### config.mk
export PLATFORM = sky130hd
export DESIGN_NAME = register_unlock_command_port
export DESIGN_NICKNAME = d
export VERILOG_FILES = /design/src/rtl/core/rucp_pkg.sv /design/src/rtl/core/register_unlock_command_port.sv
export SDC_FILE = /design/constraint.sdc
export NUM_CORES = 1
export LEC_CHECK = 0
export BUFFER_PORTS_ARGS = -buffer_cell sky130_fd_sc_hd__buf_4
export CORE_MARGIN = 2
export CORE_UTILIZATION = 33
export DETAILED_ROUTE_END_ITERATION = 8
export SLEW_MARGIN = 20
export SYNTH_ARGS = -nofsm -noshare
export SYNTH_HDL_FRONTEND = slang
export SYNTH_SLANG_ARGS = --single-unit
### constraint.sdc
create_clock -name clk_i -period 2.5 [get_ports clk_i]
set_input_delay 0.625 -clock clk_i [delete_from_list [all_inputs] [get_ports clk_i]]
set_output_delay 0.625 -clock clk_i [all_outputs]
set_load 0.02 [all_outputs]
### src/rtl/core/rucp_pkg.sv
`timescale 1ns / 1ps

package rucp_pkg;

  // Unlock key length, clamped to the table size
  localparam int KeyLen    = 10;
  localparam int KeyTabLen = 16;
  localparam int WinLen    = (KeyLen < 1) ? 1 : ((KeyLen > KeyTabLen) ? KeyTabLen : KeyLen);

  // Unlock key bytes (ASCII), zero padded
  localparam logic [7:0] UnlockKey [KeyTabLen] = '{
    8'h54, 8'h48, 8'h45, 8'h50, 8'h49, 8'h43, 8'h4f, 8'h53,
    8'h49, 8'h44, 8'h00, 8'h00, 8'h00, 8'h00, 8'h00, 8'h00
  };

  // Bus addresses
  localparam logic [4:0] AddrCmd     = 5'h1d;
  localparam logic [4:0] AddrRelockA = 5'h1e;
  localparam logic [4:0] AddrRelockB = 5'h1f;

  // Command codes
  localparam logic [7:0] CmdEcho     = 8'h00;
  localparam logic [7:0] CmdCfgWrite = 8'h01;
  localparam logic [7:0] CmdCfgRead  = 8'h02;
  localparam logic [7:0] CmdLedOn    = 8'h03;
  localparam logic [7:0] CmdLedOff   = 8'h04;
  localparam logic [7:0] CmdVerMajor = 8'hfd;
  localparam logic [7:0] CmdVerMinor = 8'hfe;
  localparam logic [7:0] CmdVerPatch = 8'hff;

  localparam logic [7:0] EchoMask       = 8'h88;
  localparam logic [7:0] PendingReset   = 8'h88;
  localparam logic [3:0] InitCfgReset   = 4'h3;

  // Configuration register indexes
  localparam logic [1:0] RegInitCfg  = 2'd0;
  localparam logic [1:0] RegVerMajor = 2'd1;
  localparam logic [1:0] RegVerMinor = 2'd2;
  localparam logic [1:0] RegVerPatch = 2'd3;

  // One result item
  typedef struct packed {
    logic       reply_valid;
    logic [7:0] reply_byte;
    logic       config_written;
    logic [7:0] config_byte;
    logic [3:0] current_config_out;
    logic       led_write;
    logic       led_on;
    logic       unlocked;
  } result_t;

endpackage

### src/rtl/core/register_unlock_command_port.sv
`timescale 1ns / 1ps

// Channel   | Handshake                  | Payload
// ----------+----------------------------+---------------------------------------
// in        | in_valid_i / in_ready_o    | write_address_i, write_data_i
// out       | out_valid_o / out_ready_i  | reply_*, config_*, current_config_out_o,
//           |                            | led_*, unlocked_o
// cfg       | cfg_we_i (no wait)         | cfg_index_i, cfg_data_i
//
// Each request is decoded in the cycle it is accepted and its result is registered, so one
// request per cycle is sustained while the output buffer has a free entry.
// The key window shift-and-compare and the command decode sit between the state registers
// and the output register.
// A two-entry output buffer (output register plus skid) keeps in_ready_o high while one
// result waits; the input stalls only when both entries are full.
// Reset clears the key window and the flags, sets the pending command to 0x88 and loads the
// default config; no clearing pass is needed.
module register_unlock_command_port (
  input  logic       clk_i,
  input  logic       rst_ni,
  // config write port
  input  logic       cfg_we_i,
  input  logic [1:0] cfg_index_i,
  input  logic [7:0] cfg_data_i,
  // bus write requests
  input  logic       in_valid_i,
  output logic       in_ready_o,
  input  logic [4:0] write_address_i,
  input  logic [7:0] write_data_i,
  // results
  output logic       out_valid_o,
  input  logic       out_ready_i,
  output logic       reply_valid_o,
  output logic [7:0] reply_byte_o,
  output logic       config_written_o,
  output logic [7:0] config_byte_o,
  output logic [3:0] current_config_out_o,
  output logic       led_write_o,
  output logic       led_on_o,
  output logic       unlocked_o
);

  // State
  logic [7:0] win_q [rucp_pkg::WinLen];
  logic [7:0] win_d [rucp_pkg::WinLen];
  logic       ready_q, ready_d;
  logic       await_q, await_d;
  logic [7:0] pend_q, pend_d;
  logic [3:0] act_cfg_q, act_cfg_d;
  logic [7:0] ver_major_q, ver_minor_q, ver_patch_q;

  // Output buffer
  rucp_pkg::result_t res;
  rucp_pkg::result_t out_q, out_d, skid_q, skid_d;
  logic              ov_q, ov_d, sv_q, sv_d;

  logic push, pop, key_match;

  assign in_ready_o = ~sv_q;
  assign push       = in_valid_i & in_ready_o;
  assign pop        = ov_q & out_ready_i;

  // Request decode
  always_comb begin
    win_d     = win_q;
    ready_d   = ready_q;
    await_d   = await_q;
    pend_d    = pend_q;
    act_cfg_d = act_cfg_q;
    res       = '0;
    key_match = 1'b1;

    if (write_address_i == rucp_pkg::AddrCmd) begin
      if (!ready_q) begin
        // shift window and compare against the key
        for (int i = 0; i < rucp_pkg::WinLen - 1; i++) begin
          win_d[i] = win_q[i+1];
        end
        win_d[rucp_pkg::WinLen-1] = write_data_i;
        for (int i = 0; i < rucp_pkg::WinLen; i++) begin
          if (win_d[i] != rucp_pkg::UnlockKey[i]) key_match = 1'b0;
        end
        if (key_match) ready_d = 1'b1;
      end else if (!await_q) begin
        unique case (write_data_i)
          rucp_pkg::CmdEcho, rucp_pkg::CmdCfgWrite: begin
            pend_d  = write_data_i;
            await_d = 1'b1;
          end
          rucp_pkg::CmdCfgRead: begin
            res.reply_valid = 1'b1;
            res.reply_byte  = {4'h0, act_cfg_q};
          end
          rucp_pkg::CmdLedOn: begin
            res.led_write = 1'b1;
            res.led_on    = 1'b1;
            ready_d       = 1'b0;
          end
          rucp_pkg::CmdLedOff: begin
            res.led_write = 1'b1;
            ready_d       = 1'b0;
          end
          rucp_pkg::CmdVerMajor: begin
            res.reply_valid = 1'b1;
            res.reply_byte  = ver_major_q;
            ready_d         = 1'b0;
          end
          rucp_pkg::CmdVerMinor: begin
            res.reply_valid = 1'b1;
            res.reply_byte  = ver_minor_q;
            ready_d         = 1'b0;
          end
          rucp_pkg::CmdVerPatch: begin
            res.reply_valid = 1'b1;
            res.reply_byte  = ver_patch_q;
            ready_d         = 1'b0;
          end
          default: ready_d = 1'b0;
        endcase
      end else begin
        // value byte for the pending command
        if (pend_q == rucp_pkg::CmdEcho) begin
          res.reply_valid = 1'b1;
          res.reply_byte  = write_data_i ^ rucp_pkg::EchoMask;
        end else if (pend_q == rucp_pkg::CmdCfgWrite) begin
          res.config_written = 1'b1;
          res.config_byte    = write_data_i;
          act_cfg_d          = write_data_i[3:0];
        end
        await_d = 1'b0;
        ready_d = 1'b0;
      end
    end else if (write_address_i == rucp_pkg::AddrRelockA ||
                 write_address_i == rucp_pkg::AddrRelockB) begin
      ready_d = 1'b0;
    end

    res.current_config_out = act_cfg_d;
    res.unlocked           = ready_d;
  end

  // Output register plus skid entry
  always_comb begin
    out_d  = out_q;
    skid_d = skid_q;
    ov_d   = ov_q;
    sv_d   = sv_q;
    if (pop) begin
      if (sv_q) begin
        out_d = skid_q;
        sv_d  = 1'b0;
      end else begin
        ov_d = 1'b0;
      end
    end
    if (push) begin
      if (!ov_d) begin
        out_d = res;
        ov_d  = 1'b1;
      end else begin
        skid_d = res;
        sv_d   = 1'b1;
      end
    end
  end

  // Control and state registers
  always_ff @(posedge clk_i or negedge rst_ni) begin
    if (!rst_ni) begin
      for (int i = 0; i < rucp_pkg::WinLen; i++) begin
        win_q[i] <= 8'h00;
      end
      ready_q     <= 1'b0;
      await_q     <= 1'b0;
      pend_q      <= rucp_pkg::PendingReset;
      act_cfg_q   <= rucp_pkg::InitCfgReset;
      ver_major_q <= 8'h00;
      ver_minor_q <= 8'h00;
      ver_patch_q <= 8'h00;
      ov_q        <= 1'b0;
      sv_q        <= 1'b0;
    end else begin
      ov_q <= ov_d;
      sv_q <= sv_d;
      if (push) begin
        win_q     <= win_d;
        ready_q   <= ready_d;
        await_q   <= await_d;
        pend_q    <= pend_d;
        act_cfg_q <= act_cfg_d;
      end
      // the user must write config only while idle; the block itself does not enforce it
      if (cfg_we_i) begin
        unique case (cfg_index_i)
          rucp_pkg::RegInitCfg:  act_cfg_q   <= cfg_data_i[3:0];
          rucp_pkg::RegVerMajor: ver_major_q <= cfg_data_i;
          rucp_pkg::RegVerMinor: ver_minor_q <= cfg_data_i;
          rucp_pkg::RegVerPatch: ver_patch_q <= cfg_data_i;
          default: ;
        endcase
      end
    end
  end

  // Payload registers
  always_ff @(posedge clk_i) begin
    out_q  <= out_d;
    skid_q <= skid_d;
  end

  assign out_valid_o          = ov_q;
  assign reply_valid_o        = out_q.reply_valid;
  assign reply_byte_o         = out_q.reply_byte;
  assign config_written_o     = out_q.config_written;
  assign config_byte_o        = out_q.config_byte;
  assign current_config_out_o = out_q.current_config_out;
  assign led_write_o          = out_q.led_write;
  assign led_on_o             = out_q.led_on;
  assign unlocked_o           = out_q.unlocked;

endmodule

==> impl_metrics.yaml, run 1 <==
route:
  drt_wl_total_mm: 14.8
  route.detailed.vias_per_inst: 4.94
  drtPass1Iterations: 4
  drc: 0
  wire_per_inst_um: 16.8
  initialDrtViolationCount: 342
  route.vias.total: 4359
  final_antenna_net_count: 0
clock_network:
  postCtsSetupRepairBufs: 0
  worstSkewPairLatency_ns: 0.42
  cell_at_the_root_of_the_clock_tree: "clkbuf_16"
  cts_inserted_buffers: 17
  max-clock-path-buffers: 2
  cts_sinks: 162
  cts_tree: "yes"
  postCtsHoldBufs: 0
  cts_resized: 0
  cts-htree-levels: 4
  worst_setup_hold_path_clk_slew_ns: 0.06
pwr:
  netSwitchingPower_uw: 2140
  switching_share: 0.292
  p_per_area_nw_per_um2: 886
  peakVddDrop_uv: 280
  combinationalPowerShare: 0.221
  p_leak_uw: 0.00376
  cell_internal_pwr_uw: 5200
  share_clk_of_total_power: 0.320
  share_seq_of_total_power: 0.459
cells_and_area:
  final_cell_mix: "mux2_2 (112), dfrtp_1 (108), buf_4 (64)"
  final_cell_count_no_fill: 882
  post_route_cells_drive_above_1_share: 0.371
  antenna-diode-count: 0
  areaGrowthSynthToFinish_pct: 18.9
  mostFrequentLayoutCell: "mux2_2"
  filler_cell_count: 1973
  postLayoutCellArea_um2: 8290
  final_nets: 622
floorplan:
  core.rowCount: 53
  fp.dieH_um: 149
  start_util: 0.334
  chipWidth_um: 149
  full_die_area_um2: 22300
  ios: 55
  core_outline_area_um2: 20900
sta:
  timing.fmax_mhz: 508
  worst_slew_pin_slew_ns: 0.611
  finalCritPeriodShare: 0.788
  finalClockSkew_ns: 0.00751
  worst_slack_ns: 0.530
  grt_setup_unrepaired: "no"
  setup_viol: 0
  setup_tns_ns: 0
  maxSlewViolCount: 0
  timing.final.hold_violations: 0
  timing.max_slew.rel_slack: 0.589
  min_period_ns: 1.97
logic_synthesis:
  synth_area_leader_cell: "dfrtp_1"
  synth_async_sr_flop_share: 0.691
  synthFlopType: "dfrtp_1"
  synth_fa_ha_area_frac: 0
  synth_compound_gate_area_share: 0.0559
  yosys_register_bits: 162
  synth_fp_nets: 560
  syn-instance-count: 532
  synth_top_family_by_area: "multiplexers"
  synth_warnings: 0
  synth_top_area_share: 0.388
  synth_edf_count: 25
  synth-xor-area-share: 0
  ys_seq_area_frac: 0.583
  synth.lib_cells_used.distinct: 49
  synthSimpleGateAreaFrac: 0.126
  post_synth_instance_area_um2: 6970
  syn-mean-instance-area_um2: 13.1
  synth.area.top_cells: "dfrtp_1 (39%), mux2_2 (18%), edfxtp_1 (11%)"
  mux_cell_area_share_after_synthesis: 0.213
place:
  hpwl_mm: 10.5
  place_ws_ns: 0.203
  gp_congestion: 0.768
  place_inst: 850
  portBuffers: 54
  placed_cell_area_um2: 7750
global_routing:
  first_global_vias: 4588
  overflow_left_after_global_routing: 0
  antenna_found_initial: 1
  grt_usage: 0.141
  grt_first_pass_wirelength_mm: 24.4
  grt_max_degree: 53
critical_path:
  path_cells: "nor4_1 -> nand2_1 -> nor3_4 -> mux2_2 -> a21o_1"
  cpMaxStageDelayCell: "mux2_2"
  crit_cells: 5
  setup.reg_to_reg.worst_slack_ns: 0.53
  crit_fanout: 7
  worstRegToRegCells: 5
  setup.worst_path.start: "pend_q[5]"
  worst_setup_path_end_kind: "flop"
  critPathBufInv: 0
  max_stage_delay_ns: 0.39
  arrival_ns: 2.28
  worstSetupPathType: "flop to flop"
  path_delay_family: "simple AND/OR/NAND/NOR gates"
  crit-reg2reg-launch: "pend_q[5]"
  r2r_end: "current_config_out_o[1]"
  critPathCapture: "current_config_out_o[1]"
  worst-endpoint-required_ns: 2.81
  worstSetupStartpointType: "flop"
outcome:
  status: "finished clean"
min_path:
  timing.hold.worst.class: "primary input to asynchronous set/reset pin"
job:
  timing.max_cap.violations: 0
synth_stat cells, types with 2 or more instances:
cell type,n
a21oi_1,14
nor4_4,3
nand3_1,15
and3_1,2
nor3_1,6
nand2_2,2
dfstp_2,4
nand2_1,24
mux2_2,112
o21ai_0,16
a22o_1,4
buf_2,13
o21ai_1,4
dfxtp_1,25
nor4bb_1,6
nor4b_1,9
dfrtp_1,108
mux2i_1,22
inv_1,8
buf_4,3
edfxtp_1,25
nand3b_1,2
nor4_1,6
o31ai_1,4
a31oi_1,2
a22oi_1,5
nor2_1,26
nand4_1,10
and2_1,7
nor2b_1,10
and4b_1,2
a21o_1,9
clkbuf_1,8
worst register-to-register path, delay by kind of cell (launching register included):
kind / cells / cell delay, ns
flip-flops: 1 / 0.38
AND/OR/NAND/NOR: 3 / 0.91
AO/OA/AOI/OAI: 1 / 0.18
multiplexers: 1 / 0.39
state kept, by name, indices dropped and copies added (netlist names):
name                  cells
act_cfg_q                 4
config_byte_o             8
unlocked_o                1
config_written_o          1
sv_q                      1
reply_byte_o              8
ready_q                   1
out_valid_o               1
current_config_out_o      4
win_q                    72
await_q                   1
ver_patch_q               8
pend_q                    8
reply_valid_o             1
led_on_o                  1
ver_major_q               8
led_write_o               1
ver_minor_q               8
skid_q                   25
power groups by stage:
stage	Combinational, uW	Clock (uW)	Sequential [uW]
2_1_floorplan	770	0	3590
3_3_place_gp	1620	0	3400
3_5_place_dp	1640	0	3430
4_1_cts	1650	2410	3380
5_1_grt	1770	2530	3430
6_report	1630	2350	3370
area by class of cell:
type,count,area (um2),share of cell area
clock buffers,23,478,0.0577
clock inverters,9,55.1,0.00664
inverters,8,30.0,0.00362
multi-input cells,337,2760,0.333
flip-flops and latches,162,4060,0.490
well taps,275,344,0.0415
repair buffers,68,561,0.0676
worst min-delay path by stage:
stage	from	to	cells after the start
4_1_cts	rst_ni	win_q[49]	1
5_1_grt	rst_ni	win_q[49]	1
3_5_place_dp	pend_q[7]	pend_q[7]	1
3_3_place_gp	pend_q[7]	pend_q[7]	1
2_1_floorplan	rst_ni	act_cfg_q[2]	0
6_report	rst_ni	win_q[44]	1
per-layer routing:
layer,vias to the layer above,wire (um),global-route usage
met5,-,16,0
met4,2,149,0.0500
met3,11,652,0.0336
met2,85,6980,0.224
met1,2171,7020,0.188
li1,2090,-,-
metrics by stage:
step	hold slack (ns)	power (uW)	util
after global routing	0.141	7730	0.397
final	0.126	7340	0.397
after global placement	0.472	5030	0.371
after floorplan	0.329	4360	-
after detailed placement	0.483	5070	0.371
after CTS	0.121	7440	0.397
logic make-up after synthesis:
kind of cell	count (synthesis)
flip-flops	162
AND/OR/NAND/NOR	141
multiplexers	134
AO/OA/AOI/OAI	62
buffers and inverters	33
(Power assumes the default switching activity.)
==> run 2, diff against run 1 <==
Clock period 2.5 ns to 2.06 ns, I/O delays scaled along.
==> impl_metrics.yaml, run 2 (synthesis gave the netlist of run 1 again) <==
clock_network:
  cell_at_the_root_of_the_clock_tree: "clkbuf_16"
  worst_setup_hold_path_clk_slew_ns: 0.06
  worstSkewPairLatency_ns: 0.43
  postCtsSetupRepairBufs: 0
  cts_inserted_buffers: 17
  cts_sinks: 162
  postCtsHoldBufs: 0
  max-clock-path-buffers: 2
  cts-htree-levels: 4
  cts_tree: "yes"
  cts_resized: 0
critical_path:
  worst-endpoint-required_ns: 2.38
  worst_setup_path_end_kind: "flop"
  critPathBufInv: 0
  path_cells: "nor4_1 -> nand2_1 -> nor3_4 -> mux2_2 -> a21o_1"
  cpMaxStageDelayCell: "mux2_2"
  worstSetupPathType: "flop to flop"
  max_stage_delay_ns: 0.39
  worstSetupStartpointType: "flop"
  crit-reg2reg-launch: "pend_q[5]"
  path_delay_family: "simple AND/OR/NAND/NOR gates"
  setup.worst_path.start: "pend_q[5]"
  crit_fanout: 5
  arrival_ns: 2.23
cells_and_area:
  post_route_cells_drive_above_1_share: 0.396
  regMostFlops: "win_q"
  antenna-diode-count: 0
  largest_registers: "win_q: 72 flops, skid_q: 25 flops"
  filler_cell_count: 1940
  areaGrowthSynthToFinish_pct: 22.7
  final_cell_count_no_fill: 899
  final_nets: 639
  mostFrequentLayoutCell: "mux2_2"
  largest_register_ff_count: 72
  final_cell_mix: "mux2_2 (112), dfrtp_1 (108), buf_4 (78)"
route:
  drc: 0
  drtPass1Iterations: 4
  final_antenna_net_count: 0
  wire_per_inst_um: 17.0
  route.vias.total: 4414
  initialDrtViolationCount: 320
  route.detailed.vias_per_inst: 4.91
  drt_wl_total_mm: 15.3
floorplan:
  start_util: 0.334
  full_die_area_um2: 22300
  core.rowCount: 53
  chipWidth_um: 149
  fp.dieH_um: 149
  core_outline_area_um2: 20900
  ios: 55
sta:
  setup_viol: 0
  grt_setup_unrepaired: "no"
  finalClockSkew_ns: 0.00625
  timing.final.hold_violations: 0
  worst_slew_pin_slew_ns: 0.673
  timing.fmax_mhz: 525
  min_period_ns: 1.90
  finalCritPeriodShare: 0.925
  maxSlewViolCount: 0
  timing.max_slew.rel_slack: 0.545
  fin_hold_ws_ns: 0.00924
place:
  gp_congestion: 0.840
  place_inst: 867
  portBuffers: 54
  hpwl_mm: 11.0
min_path:
  timing.hold.worst.class: "primary input to asynchronous set/reset pin"
global_routing:
  first_global_vias: 4560
  grt_first_pass_wirelength_mm: 24.6
  grt_usage: 0.145
  overflow_left_after_global_routing: 0
  antenna_found_initial: 0
  grt_max_degree: 45
pwr:
  p_leak_uw: 0.00390
  peakVddDrop_uv: 534
  report.power.total_uw: 9460
  p_per_area_nw_per_um2: 1110
outcome:
  status: "finished clean"
job:
  timing.max_cap.violations: 0
## run 2: changes by cell type in the layout (fill, tap and decap cells not counted), sizes merged
| cell | change |
|---|---|
| bufinv | +4 |
| buf | +17 |
| inv | +2 |
| clkbuf | -6 |
## run 2: final timing paths
check / cells after the start / to / slack (ns)
max in group asynchronous: 2 / act_cfg_q[0] / 1.43
hold reg to reg: 1 / pend_q[7] / 0.49
min in group clk_i: 2 / sv_q / 0.28
hold / removal: 1 / win_q[44] / 0.009
setup reg to reg: 5 / current_config_out_o[1] / 0.16
setup / recovery: 5 / current_config_out_o[1] / 0.16
## run 2: per-layer routing
layer / track usage / up-vias / share of wire
li1: - / 2123 / -
met1: 0.193 / 2191 / 0.46
met2: 0.231 / 83 / 0.48
met3: 0.0367 / 17 / 0.047
met4: 0.0533 / 0 / 0.017
met5: 0 / - / 0
## run 2: final cells by class
| class | count | area, um2 | share of cell area |
|---|---|---|---|
| timing repair buffer | 85 | 726 | 0.0849 |
| inverter | 8 | 30.0 | 0.00351 |
| sequential | 162 | 4060 | 0.475 |
| clock inverter | 15 | 206 | 0.0241 |
| tap | 275 | 344 | 0.0402 |
| clock buffer | 17 | 425 | 0.0498 |
| multi-input combinational | 337 | 2760 | 0.323 |
## run 2: through the flow
stage | cell area [um2] | setup WS (ns) | utilization | TNS, ns
floorplan | 6970 | 0.195 | - | 0
global placement | 7920 | 0.0154 | 0.379 | 0
detailed placement | 7920 | -0.0258 | 0.379 | -0.0258
CTS | 8550 | 0.120 | 0.409 | 0
global route | 8550 | 0.0158 | 0.409 | 0
finish | 8550 | 0.155 | 0.409 | 0
## run 2: power by group
group | total, uW | switching, uW | internal (uW) | leakage, uW
clock | 3330 | 1290 | 2040 | 0.000304
sequential | 4100 | 335 | 3760 | 0.00192
combinational | 2030 | 1070 | 961 | 0.00168
